--- src/design/ssi_pkg.sv ---
// Shared types, constants and tables of the slope shortwave irradiance unit.
// Used by the CORDIC cell, the top level, checker and testbench; depends on nothing.
`default_nettype none
package ssi_pkg;

	// Number of CORDIC rotation cells per angle channel (8 to 24).
	localparam int CORDIC_STAGES = 16;
	// Quotient bits produced by the divider chain.
	localparam int DIV_BITS = 16;
	// Stages: two for the angle conversion, the CORDIC chain, six arithmetic
	// stages, the divider chain and the output register.
	localparam int PIPE_DEPTH = 2 + CORDIC_STAGES + 6 + DIV_BITS + 1;

	// CORDIC gain compensation in Q1.30.
	localparam logic signed [31:0] CORDIC_GAIN = 32'sd652032874;
	// ceil(2^22 / 45): exact quotient by 45 for any 17 bit value.
	localparam logic [16:0] RECIP_45 = 17'd93207;
	localparam logic [16:0] DIV_45 = 17'd45;
	// Low sun limit, 3 degrees in 1/256 degree.
	localparam logic signed [15:0] LOW_SUN = 16'sd768;
	localparam logic [15:0] COS_ONE = 16'd32768;

	// Arctangent of 2^-i as a binary angle, 2^32 per turn.
	localparam logic [29:0] ATAN_BAM [24] = '{
		30'h20000000, 30'h12E4051E, 30'h09FB385B, 30'h051111D4, 30'h028B0D43,
		30'h0145D7E1, 30'h00A2F61E, 30'h00517C55, 30'h0028BE53, 30'h00145F2F,
		30'h000A2F98, 30'h000517CC, 30'h00028BE6, 30'h000145F3, 30'h0000A2FA,
		30'h0000517D, 30'h000028BE, 30'h0000145F, 30'h00000A30, 30'h00000518,
		30'h0000028C, 30'h00000146, 30'h000000A3, 30'h00000051
	};

	// Fraction part of the degree to binary angle conversion:
	// entry r is floor((r * 2^21 + 22) / 45).
	typedef logic [20:0] bam_frac_tab_t [45];

	function automatic bam_frac_tab_t build_bam_frac();
		bam_frac_tab_t t;
		for (int r = 0; r < 45; r++) begin
			t[r] = 21'(((64'(r) << 21) + 64'd22) / 64'd45);
		end
		return t;
	endfunction

	localparam bam_frac_tab_t BAM_FRAC = build_bam_frac();

	// Configuration register indexes.
	typedef enum logic [1:0] {
		CFG_FLAT   = 2'd0,
		CFG_CORR   = 2'd1,
		CFG_SHADOW = 2'd2
	} cfg_idx_t;

	// Per-item data that rides beside the CORDIC chains.
	typedef struct packed {
		logic signed [15:0] nx;
		logic signed [15:0] ny;
		logic signed [15:0] nz;
		logic signed [15:0] dir;
		logic signed [15:0] dif;
		logic               shade;
		logic               el_low;
		logic               flip_a;
		logic               flip_e;
	} side_t;

	// Per-item data that rides beside the divider chain.
	typedef struct packed {
		logic [15:0] cosq;
		logic [14:0] dif_out;
		logic [15:0] plain;
		logic        sat;
		logic        go;
	} dside_t;

endpackage
`default_nettype wire

--- src/design/ssi_cordic_cell.sv ---
// One rotation-mode CORDIC iteration with registered outputs.
// Depends on ssi_pkg for the arctangent table.
`default_nettype none
module ssi_cordic_cell (
	input  wire logic               clk,
	input  wire logic               en,
	input  wire logic [4:0]         idx,
	input  wire logic signed [31:0] x_in,
	input  wire logic signed [31:0] y_in,
	input  wire logic signed [33:0] z_in,
	output logic signed [31:0]      x_q,
	output logic signed [31:0]      y_q,
	output logic signed [33:0]      z_q
);

	logic signed [31:0] dx, dy;
	logic signed [33:0] at;

	always_comb begin
		dx = y_in >>> idx;
		dy = x_in >>> idx;
		at = $signed({4'b0, ssi_pkg::ATAN_BAM[idx]});
	end

	always_ff @(posedge clk) begin
		if (en) begin
			if (!z_in[33]) begin
				x_q <= x_in - dx;
				y_q <= y_in + dy;
				z_q <= z_in - at;
			end else begin
				x_q <= x_in + dx;
				y_q <= y_in - dy;
				z_q <= z_in + at;
			end
		end
	end

endmodule
`default_nettype wire

--- config.mk ---
export PLATFORM = sky130hd
export DESIGN_NAME = ssi_cordic_cell
export DESIGN_NICKNAME = d
export VERILOG_FILES = /design/src/design/ssi_pkg.sv /design/src/design/ssi_cordic_cell.sv
export SDC_FILE = /design/constraint.sdc
export NUM_CORES = 1
export LEC_CHECK = 0
export BUFFER_PORTS_ARGS = -buffer_cell sky130_fd_sc_hd__clkbuf_2
export CAP_MARGIN = 20
export CORE_MARGIN = 2
export CORE_UTILIZATION = 55
export CTS_CLUSTER_DIAMETER = 50
export CTS_CLUSTER_SIZE = 12
export DETAILED_ROUTE_END_ITERATION = 16
export MAX_ROUTING_LAYER = met4
export PLACE_DENSITY = 0.77
export RECOVER_POWER = 100
export SLEW_MARGIN = 25
export SYNTH_ARGS = -nofsm -noshare
export SYNTH_HDL_FRONTEND = slang
export SYNTH_SLANG_ARGS = --single-unit
--- constraint.sdc ---
create_clock -name clk -period 7.35 [get_ports clk]
set_clock_uncertainty 0.15 [all_clocks]
set_input_delay 0.735 -clock clk [delete_from_list [all_inputs] [get_ports clk]]
set_output_delay 0.735 -clock clk [all_outputs]
set_load 0.02 [all_outputs]
==> results of run 1 <==
-- through the flow --
stage	worst slack, ns	power [W]	hold slack, ns	instance area, um^2	std cells
finish	0.600	0.00330	0.570	16800	2213
floorplan	1.36	0.00224	0.697	15100	1667
detailed placement	0.594	0.00282	0.944	16700	2197
global placement	0.683	0.00279	0.889	16700	2196
global route	0.289	0.00348	0.575	16800	2213
CTS	0.957	0.00332	0.560	17000	2213
-- critical path, stage by stage --
cell,delay [ns]
buf_4,0.55
buf_4,0.46
mux4_2,0.40
mux2i_1,0.53
o21ai_0,0.18
a21o_1,0.25
nor4b_1,0.41
and2_0,0.32
and2_0,0.24
a31oi_1,0.12
xnor2_1,0.16
ha_1,0.36
and3_1,0.19
a221o_1,0.31
a211oi_1,0.16
clkbuf_1,0.22
o21ai_0,0.19
a41oi_1,0.35
o21ai_0,0.20
a31oi_1,0.23
xor2_1,0.08
-- registers in the layout, indices dropped and copies added, names as in the netlist --
register and cells:
x_q 32, z_q 34, y_q 32
-- cell type report --
type | instances | area (um^2)
Multi-Input combinational cell | 1440 | 11500
Fill cell | 2372 | 10200
Sequential cell | 98 | 2940
Timing Repair Buffer | 288 | 1560
Tap cell | 341 | 427
Clock buffer | 9 | 225
Inverter | 30 | 113
Clock inverter | 7 | 52.6
-- cell families (layout without fill, tap and decap cells) --
logic type               after synthesis  count (layout)
buffers and inverters                129             334
AO/OA/AOI/OAI                        546             546
adder cells (fa/ha/maj)              109             109
flip-flops                            98              98
AND/OR/NAND/NOR                      443             443
XOR/XNOR                             169             169
multiplexers                         173             173
-- layer usage --
metal	up-vias	track usage
met5	-	-
met4	0	0.237
met3	227	0.0732
met2	910	0.613
met1	7296	0.512
li1	6874	-
-- power groups by stage --
stage	combinational, W	clock [W]	sequential, W
finish	0.00194	0.000496	0.000873
floorplan	0.00115	0	0.00109
global route	0.00208	0.000507	0.000890
detailed placement	0.00194	0	0.000885
global placement	0.00191	0	0.000883
CTS	0.00195	0.000500	0.000874
-- cell usage after synthesis (12+ instances only) --
cell type and number:
xor2_1 68, o21ai_0 84, inv_1 27, edfxtp_1 98, mux4_2 57, a31oi_1 31
clkbuf_1 40, o22ai_1 20, nor2b_1 29, ha_1 106, nor2_1 114, a221oi_1 13
nand4_1 13, nor3_1 18, nand2_1 126, mux2i_1 79, a21oi_1 133, mux4_1 12
nand3_1 24, nand2b_1 21, o21a_1 30, buf_2 28, o211ai_1 16, xnor2_1 101
a22oi_1 16, buf_1 13, mux2_2 24, a21o_1 49, o21bai_1 17, and3_1 22
a211oi_1 28, and2_1 19
-- worst max path at each step --
stage                     startpoint  endpoint  slack, ns
final                         idx[2]   x_q[31]       0.60
after global routing          idx[0]   y_q[30]       0.29
after CTS                     idx[2]   x_q[30]       0.96
after detailed placement      idx[2]   x_q[30]       0.59
after global placement        idx[2]   x_q[30]       0.68
after floorplan               idx[1]   z_q[32]       1.36
==> reports/results.ini, run 1 <==
[outcome]
status = complete, but fails checks
violations = max-capacitance violations, max-slew violations

[detailed_routing]
drt_iter0_drc = 1860
totalWireLength_um = 57400
route.met2.wl_um = 25400
route.detailed.drc = 0
vias = 15300
wl_met1_um = 22900
post_drt_wl_per_cell_um = 25.9
ant_nets = 0
top_layer = met4
wl_met3_um = 5070
vias_per_cell = 6.92
dr.pass1.iters = 6

[global_route]
gr-total-overflow = 0
grt_pass1_vias = 14600
grt_pass1_wl_um = 86600
antenna_found_initial = 0
grt.total_usage = 0.406
grt_max_degree = 75

[floorplanning]
die-area_mm2 = 0.0288
io_pins = 203
core_area_mm2 = 0.0270
die_y_um = 170
rows = 60
fp.dieW_um = 170
start_util = 0.561

[cts]
cts_sinks = 98
post_cts_resized = 0
cts_hold_buf = 0
h-tree-depth = 3
root_buffer = clkbuf_16
cts_tree = yes
cts_buffers = 9
postCtsSetupBuffers = 0
clockBufferDepth = 2
clkSlewWorstSetupHoldPaths_ns = 0.08

[power_and_ir_drop]
pwr-share-seq = 0.264
power.leakage_nw = 6.91
power_per_cell_area_mw_per_mm2 = 197
power_switching_w = 0.00150
clock_power_share = 0.150
combPwrFrac = 0.586
netSwitchingFraction = 0.455
p_int_w = 0.00180
ir_drop_mv = 0.162

[synthesis]
yosysUniqueCellTypes = 96
synth_mux_area_frac = 0.177
seq_area_frac_synth = 0.195
synthXorXnorAreaFrac = 0.0980
synthesis.nets = 1881
synth_area_leaders = edfxtp_1 19%, ha_1 8.8%, mux4_2 8.5%
syn_area_mm2 = 0.0151
synth-simple-area-share = 0.149
syn-instance-count = 1667
synth-edff-count = 98
synth_compound_area_frac = 0.244
synth_top_area_frac = 0.195
avgSynthCellArea_um2 = 9.06
synth_ff_type = edfxtp_1
synth_area_leader_cell = edfxtp_1
yosys_warnings = 0
synthAdderAreaFrac = 0.0918
ys_ff_latch = 98
synth_top_family_by_area = compound AO/OA/AOI/OAI gates
ys_async_sr_fraction = 0

[timing]
slew_viol_final = 101
layout_min_cycle_time_ns = 6.75
fin_tns_setup_ns = 0
worst_pin_slew_ns = 2.80
hold_violations = 0
max_freq_ghz = 0.148
setup_viol = 0
maxSlewHeadroom = -0.870
rsz0062_at_grt = false
min_period_over_period = 0.918

[placement]
place_congestion = 1.06
portBuffers = 202
dp_hpwl_um = 44300

[worst_setup_path]
cp_data_required_time_ns = 7.32
crit_fanout = 50
end_kind = flop
cp.arrival_ns = 6.72
path_class = input port to flop
crit_path_start_kind = input port

[cells_and_area]
final_common_cell = a21oi_1
final_core_util = 0.623
diodes = 0
nets = 2081
most-common-layout-cells = 133 x a21oi_1, 126 x nand2_1, 114 x nor2_1
synthToLayoutAreaGrowth_pct = 11.2
drive_above_1_share = 0.163

[hold_path]
hp-class = input port to flop
holdPathEnd = x_q[0]
hold_path_startpoint = x_in[0]
hold_depth = 2

[job]
maxCapViolations = 2

No activity file was read; power rests on OpenSTA's default activity.
==> run 2, diff against run 1 <==
- CORE_UTILIZATION: 55 -> 50
- PLACE_DENSITY: 0.77 -> 0.71
- clock period: 7.35 -> 7.25 ns (I/O delays scaled with it)
==> run 2 against run 1 <==
The run still ends with max-capacitance violations, max-slew violations left. Final area about the same. Core utilization fell by 5.8 points. Largest power group unchanged. Hold slack worse by 0.080 ns. Critical path type unchanged. Setup slack gained 0.11 ns.
==> reports/results.ini, run 2 (same netlist as run 1, synthesis figures left out) <==
[placement]
place_congestion = 0.995
place_area_mm2 = 0.0166
dp_cells = 2232
dp_hpwl_um = 46400
portBuffers = 202

[hold_path]
hp-class = input port to flop

[timing]
hold_violations = 0
fin_tns_setup_ns = 0
layout_min_cycle_time_ns = 6.54
max_freq_ghz = 0.153
holdWs_ns = 0.490
worst_pin_slew_ns = 2.91
slew_viol_final = 101
maxSlewHeadroom = -0.943
rsz0062_at_grt = false
min_period_over_period = 0.902
setup_viol = 0

[outcome]
status = complete, but fails checks
violations = max-capacitance violations, max-slew violations

[global_route]
grt.total_usage = 0.385
grt_pass1_wl_um = 88600
grt_pass1_vias = 14700
gr-total-overflow = 0
grt_max_degree = 83
antenna_found_initial = 0

[cts]
cts_hold_buf = 0
h-tree-depth = 3
root_buffer = clkbuf_16
postCtsSetupBuffers = 0
cts_buffers = 9
post_cts_resized = 0
clkSlewWorstSetupHoldPaths_ns = 0.08
cts_tree = yes
cts_sinks = 98
clockBufferDepth = 2

[cells_and_area]
nets = 2067
final_core_util = 0.565
synthToLayoutAreaGrowth_pct = 11.1
final_common_cell = a21oi_1
largest_register_ffs = 34
top_regs = z_q (34), x_q (32), y_q (32)
instances_no_fill = 2248
diodes = 0
largest-register = z_q
most-common-layout-cells = 133 x a21oi_1, 126 x nand2_1, 114 x nor2_1
drive_above_1_share = 0.161
final_area_mm2 = 0.0168

[detailed_routing]
ant_nets = 0
dr.pass1.iters = 6
drt_iter0_drc = 1738
route.met2.wl_um = 26900
wl_met1_um = 23800
wl_met3_um = 5750
totalWireLength_um = 59700
top_layer = met4
route.detailed.drc = 0
post_drt_wl_per_cell_um = 26.5
vias_per_cell = 6.82
vias = 15300

[floorplanning]
io_pins = 203
core_area_mm2 = 0.0297
start_util = 0.508
die-area_mm2 = 0.0316
fp.dieW_um = 178
die_y_um = 178
rows = 63

[worst_setup_path]
crit_chain = buf_6 > buf_12 > mux4_2 > a22o_1 > nor4_2 > nor4b_1 > and2_0 > and2_0 > a31oi_1 > xnor2_1 > ha_1 > a211oi_1 > o21ai_0 > o311ai_0 > a21oi_1 > a211oi_1 > o21ai_0 > a21oi_1 > xnor2_1
cp.arrival_ns = 6.53
cp_data_required_time_ns = 7.24
path_class = input port to flop
end_kind = flop
crit_fanout = 57
slowest_stage = o311ai_0
crit_family = compound AO/OA/AOI/OAI gates
crit_buf_inv = 2
cpPeakStageDelay_ns = 0.59
crit_path_start_kind = input port

[power_and_ir_drop]
power.leakage_nw = 6.87
ir_drop_mv = 0.160
power_per_cell_area_mw_per_mm2 = 202

[job]
maxCapViolations = 2

-- run 2: cell type report --
class | instances | area (um^2)
fill | 2754 | 12900
multi-input combinational | 1440 | 11500
sequential | 98 | 2940
timing repair buffer | 274 | 1460
tap | 390 | 488
clock buffer | 9 | 225
inverter | 30 | 113
clock inverter | 7 | 83.8
-- run 2: per-layer routing --
layer  track usage  up-vias
li1              -     6845
met1         0.472     7369
met2         0.602      928
met3        0.0737      191
met4         0.199        0
met5             -        -
-- run 2: worst paths after layout --
| path | startpoint | endpoint | slack, ns | cells after the start |
|---|---|---|---|---|
| setup / recovery | idx[0] | x_q[30] | 0.71 | 19 |
| hold / removal | z_in[0] | z_q[0] | 0.49 | 2 |
-- run 2: where the power goes --
part	internal [W]	leakage, nW	total, W	switching [W]
logic	0.000737	5.77	0.00197	0.00123
registers	0.000848	0.960	0.000890	0.0000416
clock network	0.000274	0.142	0.000538	0.000264
total	0.00186	6.87	0.00340	0.00154
-- run 2: metrics by stage --
stage	power (W)	setup WS (ns)
detailed placement	0.00287	0.483
global placement	0.00286	0.545
CTS	0.00342	0.884
global route	0.00358	0.308
finish	0.00340	0.710
floorplan	0.00227	1.27
