### src/design/ssi_div_cell.sv
// One restoring division step: yields one quotient bit per cell, MSB first.
// Depends on nothing beyond its ports.
`default_nettype none
module ssi_div_cell (
	input  wire logic        clk,
	input  wire logic        en,
	input  wire logic [3:0]  idx,
	input  wire logic [46:0] r_in,
	input  wire logic [31:0] d_in,
	input  wire logic [15:0] q_in,
	output logic [46:0]      r_q,
	output logic [31:0]      d_q,
	output logic [15:0]      q_q
);

	logic [47:0] trial;
	logic        ge;

	always_comb begin
		trial = {16'b0, d_in} << idx;
		ge = {1'b0, r_in} >= trial;
	end

	always_ff @(posedge clk) begin
		if (en) begin
			r_q <= ge ? (r_in - trial[46:0]) : r_in;
			d_q <= d_in;
			q_q <= {q_in[14:0], ge};
		end
	end

endmodule
`default_nettype wire

### config.mk
export PLATFORM = sky130hd
export DESIGN_NAME = ssi_div_cell
export DESIGN_NICKNAME = d
export VERILOG_FILES = /design/src/design/ssi_div_cell.sv
export SDC_FILE = /design/constraint.sdc
export NUM_CORES = 1
export LEC_CHECK = 0
export ABC_CLOCK_PERIOD_IN_PS = 5800
export BUFFER_PORTS_ARGS = -buffer_cell sky130_fd_sc_hd__buf_2
export CAP_MARGIN = 20
export CORE_MARGIN = 3
export CORE_UTILIZATION = 47
export DETAILED_ROUTE_END_ITERATION = 8
export PLACE_DENSITY_LB_ADDON = 0.3
export SKIP_CTS_REPAIR_TIMING = 1
export SLEW_MARGIN = 40
export SYNTH_ARGS = -nofsm -noshare
export SYNTH_HDL_FRONTEND = slang
export SYNTH_SLANG_ARGS = --single-unit
### constraint.sdc
create_clock -name clk -period 5.8 [get_ports clk]
set_input_delay 1.16 -clock clk [delete_from_list [all_inputs] [get_ports clk]]
set_output_delay 1.16 -clock clk [all_outputs]
set_load 0.02 [all_outputs]
==> impl_metrics.py, run 1 <==
metrics = {
    "power": {
        "p_leak_nw": 3.88,
        "cellPowerDensity_nw_per_um2": 276,
        "max-vdd-ir-drop_mv": 0.150,
    },
    "final_layout": {
        "utilization": 0.582,
        "area_growth_pct": 18.3,
        "final_common_cell": "buf_2",
        "fin_nets": 1118,
        "drive_gt1_frac": 0.279,
        "fill_cells": 1434,
        "mostFrequentLayoutCells": "193 x buf_2, 95 x edfxtp_1, 94 x a21oi_1",
        "seq_area_sq_um": 2850,
        "insertedDiodeCount": 0,
        "stdcell_area_sq_um": 9040,
        "multi_input_area_sq_um": 4470,
    },
    "yosys": {
        "synth_seq_cells": 95,
        "synth.distinct_cells": 61,
        "yosys-top-cells-area": "edfxtp_1 37%, ha_1 7.7%, a21oi_1 6.2%",
        "synth_top_cell_by_area": "edfxtp_1",
        "synth_seq_area_share": 0.373,
        "syn_area_sq_um": 7640,
        "yosys_warnings": 0,
        "yosysTopAreaCellShare": 0.373,
        "avgSynthCellArea_sq_um": 9.52,
        "synth-edff-count": 95,
        "synthCells": 802,
        "async_flop_share": 0,
        "syn_nets": 951,
        "synthFlopType": "edfxtp_1",
    },
    "sta": {
        "rsz0062_at_grt": "false",
        "tightest_slew_ns": 0.673,
        "slew_viol_final": 0,
        "hold_viol_final": 0,
        "worst_slack_ns": 0.451,
        "fin_tns_setup_ns": 0,
        "finalSetupViolCount": 0,
        "max_freq_ghz": 0.187,
        "timing.slew.headroom": 0.547,
        "period_share": 0.922,
        "fin_crit_ns": 5.35,
    },
    "floorplanning": {
        "chipWidth_microns": 133,
        "die_y_microns": 133,
        "coreArea_sq_um": 15500,
        "die_area_sq_um": 17800,
        "rows": 45,
        "start_util": 0.492,
        "pin_count": 196,
    },
    "hold_path": {
        "hp-class": "input port to register",
    },
    "setup_path": {
        "slowest_delay_ns": 0.42,
        "slowest_stage": "buf_2",
        "path_max_fanout": 24,
        "path_cells": "buf_2 -> buf_4 -> nor2b_1 -> a211oi_1 -> a21oi_1 -> mux2i_1 -> nor2_1 -> a21oi_1 -> ha_1 -> nand3_1 -> a2111oi_0 -> o21ai_1 -> a211oi_2 -> o21ai_1 -> a21oi_2 -> a311oi_4 -> inv_2 -> buf_4 -> a21oi_1",
        "worstSetupPathType": "input port to register",
        "crit_path_frequent_cell": "a21oi_1",
        "arrival_ns": 5.45,
        "cp_data_required_time_ns": 5.90,
        "startpoint_type": "input port",
        "end_kind": "register",
    },
    "job": {
        "cap_violations": 0,
    },
    "routing": {
        "via_per_inst": 5.75,
        "routedWlPerCell_microns": 17.5,
        "ant_nets": 0,
        "routed_wirelength_microns": 20700,
        "drt_iter0_drc": 543,
        "dr.pass1.iters": 7,
        "drc": 0,
        "vias": 6815,
    },
    "clock_network": {
        "cts-root-buf": "clkbuf_16",
        "cts_tree": "yes",
        "clock_sinks": 95,
        "numCtsBuffers": 9,
        "clockBufferDepth": 2,
        "clk_pin_slew_worst_paths_ns": 0.07,
        "htreeDepth": 3,
    },
    "place": {
        "gp_congestion": 0.973,
        "dpl_cell_area_sq_um": 8750,
        "dp_hpwl_microns": 16500,
        "io_buffers": 194,
        "dp_slack_ns": 0.170,
    },
    "global_routing": {
        "grt_max_degree": 57,
        "overflow": 0,
        "grt_pass1_wl_microns": 32700,
        "grt_pass1_vias": 6322,
        "antenna_found_initial": 0,
        "grt_usage": 0.232,
    },
    "run_status": {
        "status": "complete, no violations",
    },
}
==> logic make-up after synthesis <==
| logic type | after synthesis | share of synthesized area |
|---|---|---|
| AOI/OAI and AO/OA | 247 | 0.202 |
| and+or+nand+nor | 231 | 0.138 |
| DFF | 95 | 0.373 |
| buffers and inverters | 72 | 0.0410 |
| muxes | 69 | 0.120 |
| adders and majority gates | 48 | 0.0796 |
| xor gates and xnor gates | 40 | 0.0459 |
==> final cells by class <==
class	instances	share of cell area
well taps	211	0.0292
flip-flops and latches	95	0.316
repair buffers	207	0.120
multi-input cells	635	0.495
clock inverters	7	0.00678
inverters	21	0.00872
clock buffers	9	0.0249
==> state kept, by name, indices dropped and copies added (netlist names) <==
signal,count
d_q,32
q_q,16
r_q,47
==> power by group <==
group / total (mW) / internal, mW / switching [mW]
Clock: 0.578 / 0.299 / 0.279
Combinational: 1.03 / 0.396 / 0.633
Sequential: 0.891 / 0.873 / 0.0181
==> path summary, 6_finish.rpt <==
kind	depth (start not counted)	startpoint	end	slack [ns]
worst max-delay path	19	idx[0]	r_q[35]$_DFFE_PP_	0.45
worst min-delay path	1	q_in[10]	q_q[11]$_DFFE_PP_	0.96
==> synthesized netlist by cell type, types with 3 or more instances <==
cell type / count
a31oi_1: 6
or2_2: 5
clkbuf_1: 32
a211oi_1: 5
o211ai_1: 6
buf_6: 5
a21o_1: 31
a21oi_1: 94
mux4_2: 16
mux2i_1: 35
ha_1: 47
nand2_1: 75
mux2_2: 18
nor3_1: 9
buf_2: 4
or3_1: 5
edfxtp_1: 95
and2_1: 3
o21bai_1: 12
and4_1: 4
o31ai_1: 4
and3_1: 3
nor2_1: 77
buf_1: 10
o21ai_0: 52
nor2b_1: 9
xor2_1: 17
nand2b_1: 6
nand3_1: 12
a22oi_1: 4
inv_1: 19
o21ai_1: 4
o21a_1: 5
xnor2_1: 23
nand4_1: 18
==> stage by stage <==
stage                     total power, mW  std cells  hold slack (ns)
after floorplan                      1.63        802             1.26
after global placement               1.91       1169             1.34
after detailed placement             1.92       1169             1.34
after CTS                            2.51       1185            0.952
after global routing                 2.64       1185            0.955
final                                2.50       1185            0.965
==> critical path, delay by kind of cell <==
kind                       cells  cell delay (ns)
muxes                          1             0.24
buffers and inverters          4             1.36
AOI/OAI and AO/OA             10             2.14
adders and majority gates      1             0.28
and+or+nand+nor                3             0.24
==> per-layer routing <==
layer  wire (microns)  GRT usage
met1             8940      0.312
met3             1820     0.0442
met5                0          0
met2             9570      0.379
met4              385     0.0760
No activity file was read; power rests on OpenSTA's default activity.
==> run 2, diff against run 1 <==
- CORE_UTILIZATION: 47 -> 55
==> run 2 against run 1 <==
Die area shrank 14%. Critical path depth decreased by 5. Sequential share of layout area grew 0.057 points. Final area shrank 0.18%. Core utilization rose by 9.2 points. Maximum frequency increased by 1.3%. Setup slack better by 0.068 ns. Worst hold slack improved by 0.014 ns. Final cell count down 2.7%. First-iteration DRC count up 6.8%. Largest cell class unchanged.
==> impl_metrics.py, run 2 (synthesized netlist as in run 1, its figures left out) <==
metrics = {
    "global_routing": {
        "grt_usage": 0.264,
        "overflow": 0,
        "antenna_found_initial": 0,
        "grt_max_degree": 96,
        "grt_pass1_wl_microns": 31200,
        "grt_pass1_vias": 6249,
    },
    "setup_path": {
        "crit_buf_inv": 2,
        "startpoint_type": "input port",
        "slowest_delay_ns": 0.56,
        "path_cells": "buf_2 -> buf_4 -> mux4_2 -> mux2_2 -> mux2i_1 -> ha_1 -> a21oi_1 -> o21bai_1 -> or3b_2 -> a311o_1 -> a311oi_2 -> o21bai_1 -> xnor2_1 -> o21ai_1",
        "crit_path_frequent_cell": "o21bai_1",
        "cp_data_required_time_ns": 5.90,
        "arrival_ns": 5.38,
        "end_kind": "register",
        "crit_family": "compound AO/OA/AOI/OAI gates",
        "slowest_stage": "mux4_2",
        "worstSetupPathType": "input port to register",
        "path_max_fanout": 17,
    },
    "final_layout": {
        "fin_nets": 1122,
        "multi_input_area_sq_um": 4470,
        "utilization": 0.673,
        "fill_cells": 1119,
        "area_growth_pct": 18.1,
        "regMostFlops": "r_q",
        "insertedDiodeCount": 0,
        "stdcell_area_sq_um": 9020,
        "seq_area_sq_um": 2850,
        "drive_gt1_frac": 0.281,
        "top_regs": "r_q x47, d_q x32, q_q x16",
        "final_common_cell": "buf_2",
        "largest_reg_flops": 47,
        "mostFrequentLayoutCells": "193 x buf_2, 95 x edfxtp_1, 94 x a21oi_1",
    },
    "routing": {
        "via_per_inst": 5.85,
        "dr.pass1.iters": 7,
        "drc": 0,
        "vias": 6748,
        "ant_nets": 0,
        "routedWlPerCell_microns": 17.8,
        "drt_iter0_drc": 580,
        "routed_wirelength_microns": 20500,
    },
    "place": {
        "dp_hpwl_microns": 16200,
        "io_buffers": 194,
        "gp_congestion": 1.03,
        "dpl_cell_area_sq_um": 8740,
    },
    "clock_network": {
        "clockBufferDepth": 2,
        "cts-root-buf": "clkbuf_16",
        "clk_pin_slew_worst_paths_ns": 0.07,
        "numCtsBuffers": 9,
        "clock_sinks": 95,
        "cts_tree": "yes",
        "htreeDepth": 3,
    },
    "sta": {
        "finalSetupViolCount": 0,
        "fin_tns_setup_ns": 0,
        "tightest_slew_ns": 0.772,
        "period_share": 0.911,
        "slew_viol_final": 0,
        "timing.slew.headroom": 0.485,
        "hold_viol_final": 0,
        "fin_crit_ns": 5.28,
        "max_freq_ghz": 0.189,
        "rsz0062_at_grt": "false",
    },
    "floorplanning": {
        "coreArea_sq_um": 13400,
        "pin_count": 196,
        "chipWidth_microns": 124,
        "die_area_sq_um": 15300,
        "start_util": 0.570,
        "die_y_microns": 124,
        "rows": 42,
    },
    "job": {
        "cap_violations": 0,
    },
    "power": {
        "cellPowerDensity_nw_per_um2": 276,
        "p_leak_nw": 3.90,
        "max-vdd-ir-drop_mv": 0.151,
    },
    "hold_path": {
        "hp-start": "q_in[5]",
        "hp-class": "input port to register",
        "holdPathStages": 1,
        "min_to": "q_q[6]$_DFFE_PP_",
    },
    "run_status": {
        "status": "complete, no violations",
    },
}
-- run 2: final cells by class --
type	instances	area share
Multi-Input combinational cell	635	0.496
Sequential cell	95	0.316
Clock buffer	9	0.0250
Inverter	21	0.00874
Clock inverter	6	0.00582
Timing Repair Buffer	211	0.124
Tap cell	176	0.0244
-- run 2: power breakdown --
part	total (mW)	internal, mW	switching (mW)
Sequential	0.893	0.873	0.0193
Clock	0.562	0.296	0.265
Combinational	1.03	0.401	0.634
Total	2.49	1.57	0.918
-- run 2: per-layer routing --
layer	global-route usage	vias up	wire, microns
li1	-	3351	-
met1	0.332	3086	8320
met2	0.458	282	10200
met3	0.0550	29	1610
met4	0.0782	0	417
met5	0	-	0
-- run 2: per-stage QoR --
step                total power [mW]  std cells  setup slack, ns  hold slack [ns]
floorplan                       1.63        802            0.736             1.26
global placement                1.91       1138            0.250             1.34
detailed placement              1.93       1138            0.208             1.34
CTS                             2.50       1153            0.574            0.965
global route                    2.63       1153           0.0854            0.971
finish                          2.49       1153            0.518            0.979
-- run 2: how the worst max path moves through the flow --
stage | slack, ns | from | cells past startpoint | to
6_report | 0.52 | idx[0] | 14 | r_q[39]$_DFFE_PP_
5_1_grt | 0.09 | idx[0] | 18 | r_q[46]$_DFFE_PP_
4_1_cts | 0.57 | idx[0] | 16 | r_q[39]$_DFFE_PP_
3_5_place_dp | 0.21 | idx[0] | 16 | r_q[39]$_DFFE_PP_
3_3_place_gp | 0.25 | idx[0] | 16 | r_q[39]$_DFFE_PP_
2_1_floorplan | 0.74 | idx[0] | 16 | r_q[41]$_DFFE_PP_
==> run 3, diff against run 2 <==
--- a/config.mk
+++ b/config.mk
@@ -10,7 +10,8 @@
 export CAP_MARGIN = 20
 export CORE_MARGIN = 3
-export CORE_UTILIZATION = 55
+export CORE_UTILIZATION = 35
 export DETAILED_ROUTE_END_ITERATION = 8
 export PLACE_DENSITY_LB_ADDON = 0.3
+export REMOVE_ABC_BUFFERS = 1
 export SKIP_CTS_REPAIR_TIMING = 1
 export SLEW_MARGIN = 40
==> constraint.sdc (replaced) <==
create_clock -name clk -period 5.8 [get_ports clk]
set_input_delay 0.29 -clock clk [delete_from_list [all_inputs] [get_ports clk]]
set_output_delay 0.29 -clock clk [all_outputs]
set_load 0.02 [all_outputs]
==> run 3 against run 2 <==
Global-route usage fell by 8.1 points. Die area is 54% higher. Sequential power about the same. Clock-buffer cell count grew 1. First-iteration DRC count decreased by 18%. Non-clock buffer count down 10. Core utilization down 25 points. Sequential cell count did not move. Total power is essentially flat. Sequential share of layout area is 0.16 points lower. Worst hold slack worse by 0.88 ns. Clock power increased by 1%. Largest cell class unchanged. Largest power group unchanged.
==> impl_metrics.py, run 3 (synthesized netlist as in run 1, its figures left out) <==
metrics = {
    "final_layout": {
        "regMostFlops": "r_q",
        "drive_gt1_frac": 0.273,
        "final_common_cell": "buf_2",
        "fin_nets": 1112,
        "largest_reg_flops": 47,
        "area_growth_pct": 18.7,
        "mostFrequentLayoutCells": "193 x buf_2, 95 x edfxtp_1, 94 x a21oi_1",
        "fill_cells": 2171,
        "top_regs": "r_q x47, d_q x32, q_q x16",
    },
    "floorplanning": {
        "die_area_sq_um": 23600,
        "chipWidth_microns": 154,
        "die_y_microns": 154,
        "pin_count": 196,
        "rows": 53,
        "coreArea_sq_um": 21200,
        "start_util": 0.360,
    },
    "place": {
        "io_buffers": 194,
        "gp_congestion": 0.937,
        "dp_hpwl_microns": 17700,
    },
    "setup_path": {
        "startpoint_type": "input port",
        "slowest_stage": "mux4_2",
        "path_max_fanout": 28,
        "crit_buf_inv": 3,
        "worstSetupPathType": "input port to register",
        "slowest_delay_ns": 0.63,
        "cp_data_required_time_ns": 5.95,
        "arrival_ns": 4.82,
        "end_kind": "register",
        "path_cells": "buf_2 -> mux4_2 -> mux2i_1 -> nor2_1 -> a21oi_1 -> ha_1 -> nand2_1 -> a2111oi_0 -> o21ai_1 -> a211oi_2 -> o21ai_1 -> a21oi_2 -> a311oi_4 -> inv_2 -> buf_4 -> nor2_1 -> a21oi_1",
        "crit_family": "compound AO/OA/AOI/OAI gates",
    },
    "routing": {
        "drc": 0,
        "drt_iter0_drc": 476,
        "dr.pass1.iters": 5,
        "ant_nets": 0,
        "routed_wirelength_microns": 22100,
        "vias": 6626,
        "routedWlPerCell_microns": 17.7,
        "via_per_inst": 5.32,
    },
    "power": {
        "clkPwrFrac": 0.229,
        "p_int_mw": 1.56,
        "p_sw_mw": 0.935,
        "max-vdd-ir-drop_mv": 0.152,
        "p_leak_nw": 3.84,
        "p_total_mw": 2.49,
        "p_seq_frac": 0.358,
        "p_comb_frac": 0.413,
        "switching_share": 0.375,
        "cellPowerDensity_nw_per_um2": 275,
    },
    "sta": {
        "fin_tns_setup_ns": 0,
        "max_freq_ghz": 0.214,
        "fin_crit_ns": 4.68,
        "finalSetupViolCount": 0,
        "rsz0062_at_grt": "false",
        "tightest_slew_ns": 0.782,
        "slew_viol_final": 0,
        "period_share": 0.807,
        "timing.slew.headroom": 0.479,
        "hold_viol_final": 0,
    },
    "clock_network": {
        "cts_tree": "yes",
        "cts-root-buf": "clkbuf_16",
        "htreeDepth": 3,
        "numCtsBuffers": 9,
        "clockBufferDepth": 2,
        "clk_pin_slew_worst_paths_ns": 0.07,
        "clock_sinks": 95,
    },
    "global_routing": {
        "antenna_found_initial": 2,
        "use_met2": 0.276,
        "grt_util_met1": 0.269,
        "grt_pass1_vias": 6474,
        "overflow": 0,
        "grtUsageMet3": 0.0355,
        "grt_pass1_wl_microns": 34800,
        "grt_usage": 0.184,
        "grt_max_degree": 52,
        "busiest_layer": "met2",
    },
    "run_status": {
        "status": "complete, no violations",
    },
    "job": {
        "cap_violations": 0,
    },
    "hold_path": {
        "hp-class": "input port to register",
    },
}
[run 3: changes by cell type in the layout (fill, tap and decap cells not counted)]
cell      before  now
buf_4         16    7
clkinv_4       0    3
diode_2        0    2
inv_8          2    0
clkbuf_1       0    1
clkbuf_8       1    0
clkinv_1       0    1
clkinv_2       1    0
inv_6          2    1
[run 3: area by class of cell]
cell class,count,area (sq um),area share
flip-flops and latches,95,2850,0.315
diodes,2,5.00,0.000552
repair buffers,201,1040,0.115
multi-input cells,635,4470,0.493
clock buffers,10,229,0.0253
clock inverters,6,46.3,0.00511
well taps,275,344,0.0379
inverters,21,78.8,0.00869
[run 3: layer usage]
layer  share of wire  routed length, microns
met1            0.49                   10800
met5               0                       0
met4           0.016                     361
met3           0.056                    1240
met2            0.44                    9660
[run 3: path summary, 6_finish.rpt]
path      from                end  slack, ns  depth (start not counted)
max     idx[0]  r_q[35]$_DFFE_PP_       1.12                         17
min   q_in[12]  q_q[13]$_DFFE_PP_       0.10                          1
[run 3: power groups by stage]
stage	clock (mW)	combinational (mW)	sequential (mW)
final	0.570	1.03	0.891
after floorplan	0	0.568	1.03
after CTS	0.590	1.02	0.893
after global placement	0	1.01	0.906
after global routing	0.615	1.13	0.902
after detailed placement	0	1.02	0.907
[run 3: per-stage QoR]
stage | instance area, sq um | hold slack, ns | worst slack, ns | utilization | std cells
final | 9070 | 0.101 | 1.12 | 0.427 | 1245
after floorplan | 7400 | 0.389 | 1.44 | - | 751
after detailed placement | 8790 | 0.469 | 0.830 | 0.414 | 1227
after CTS | 9060 | 0.0922 | 1.20 | 0.427 | 1243
after global placement | 8790 | 0.466 | 0.876 | 0.414 | 1227
after global routing | 9070 | 0.0911 | 0.726 | 0.427 | 1245
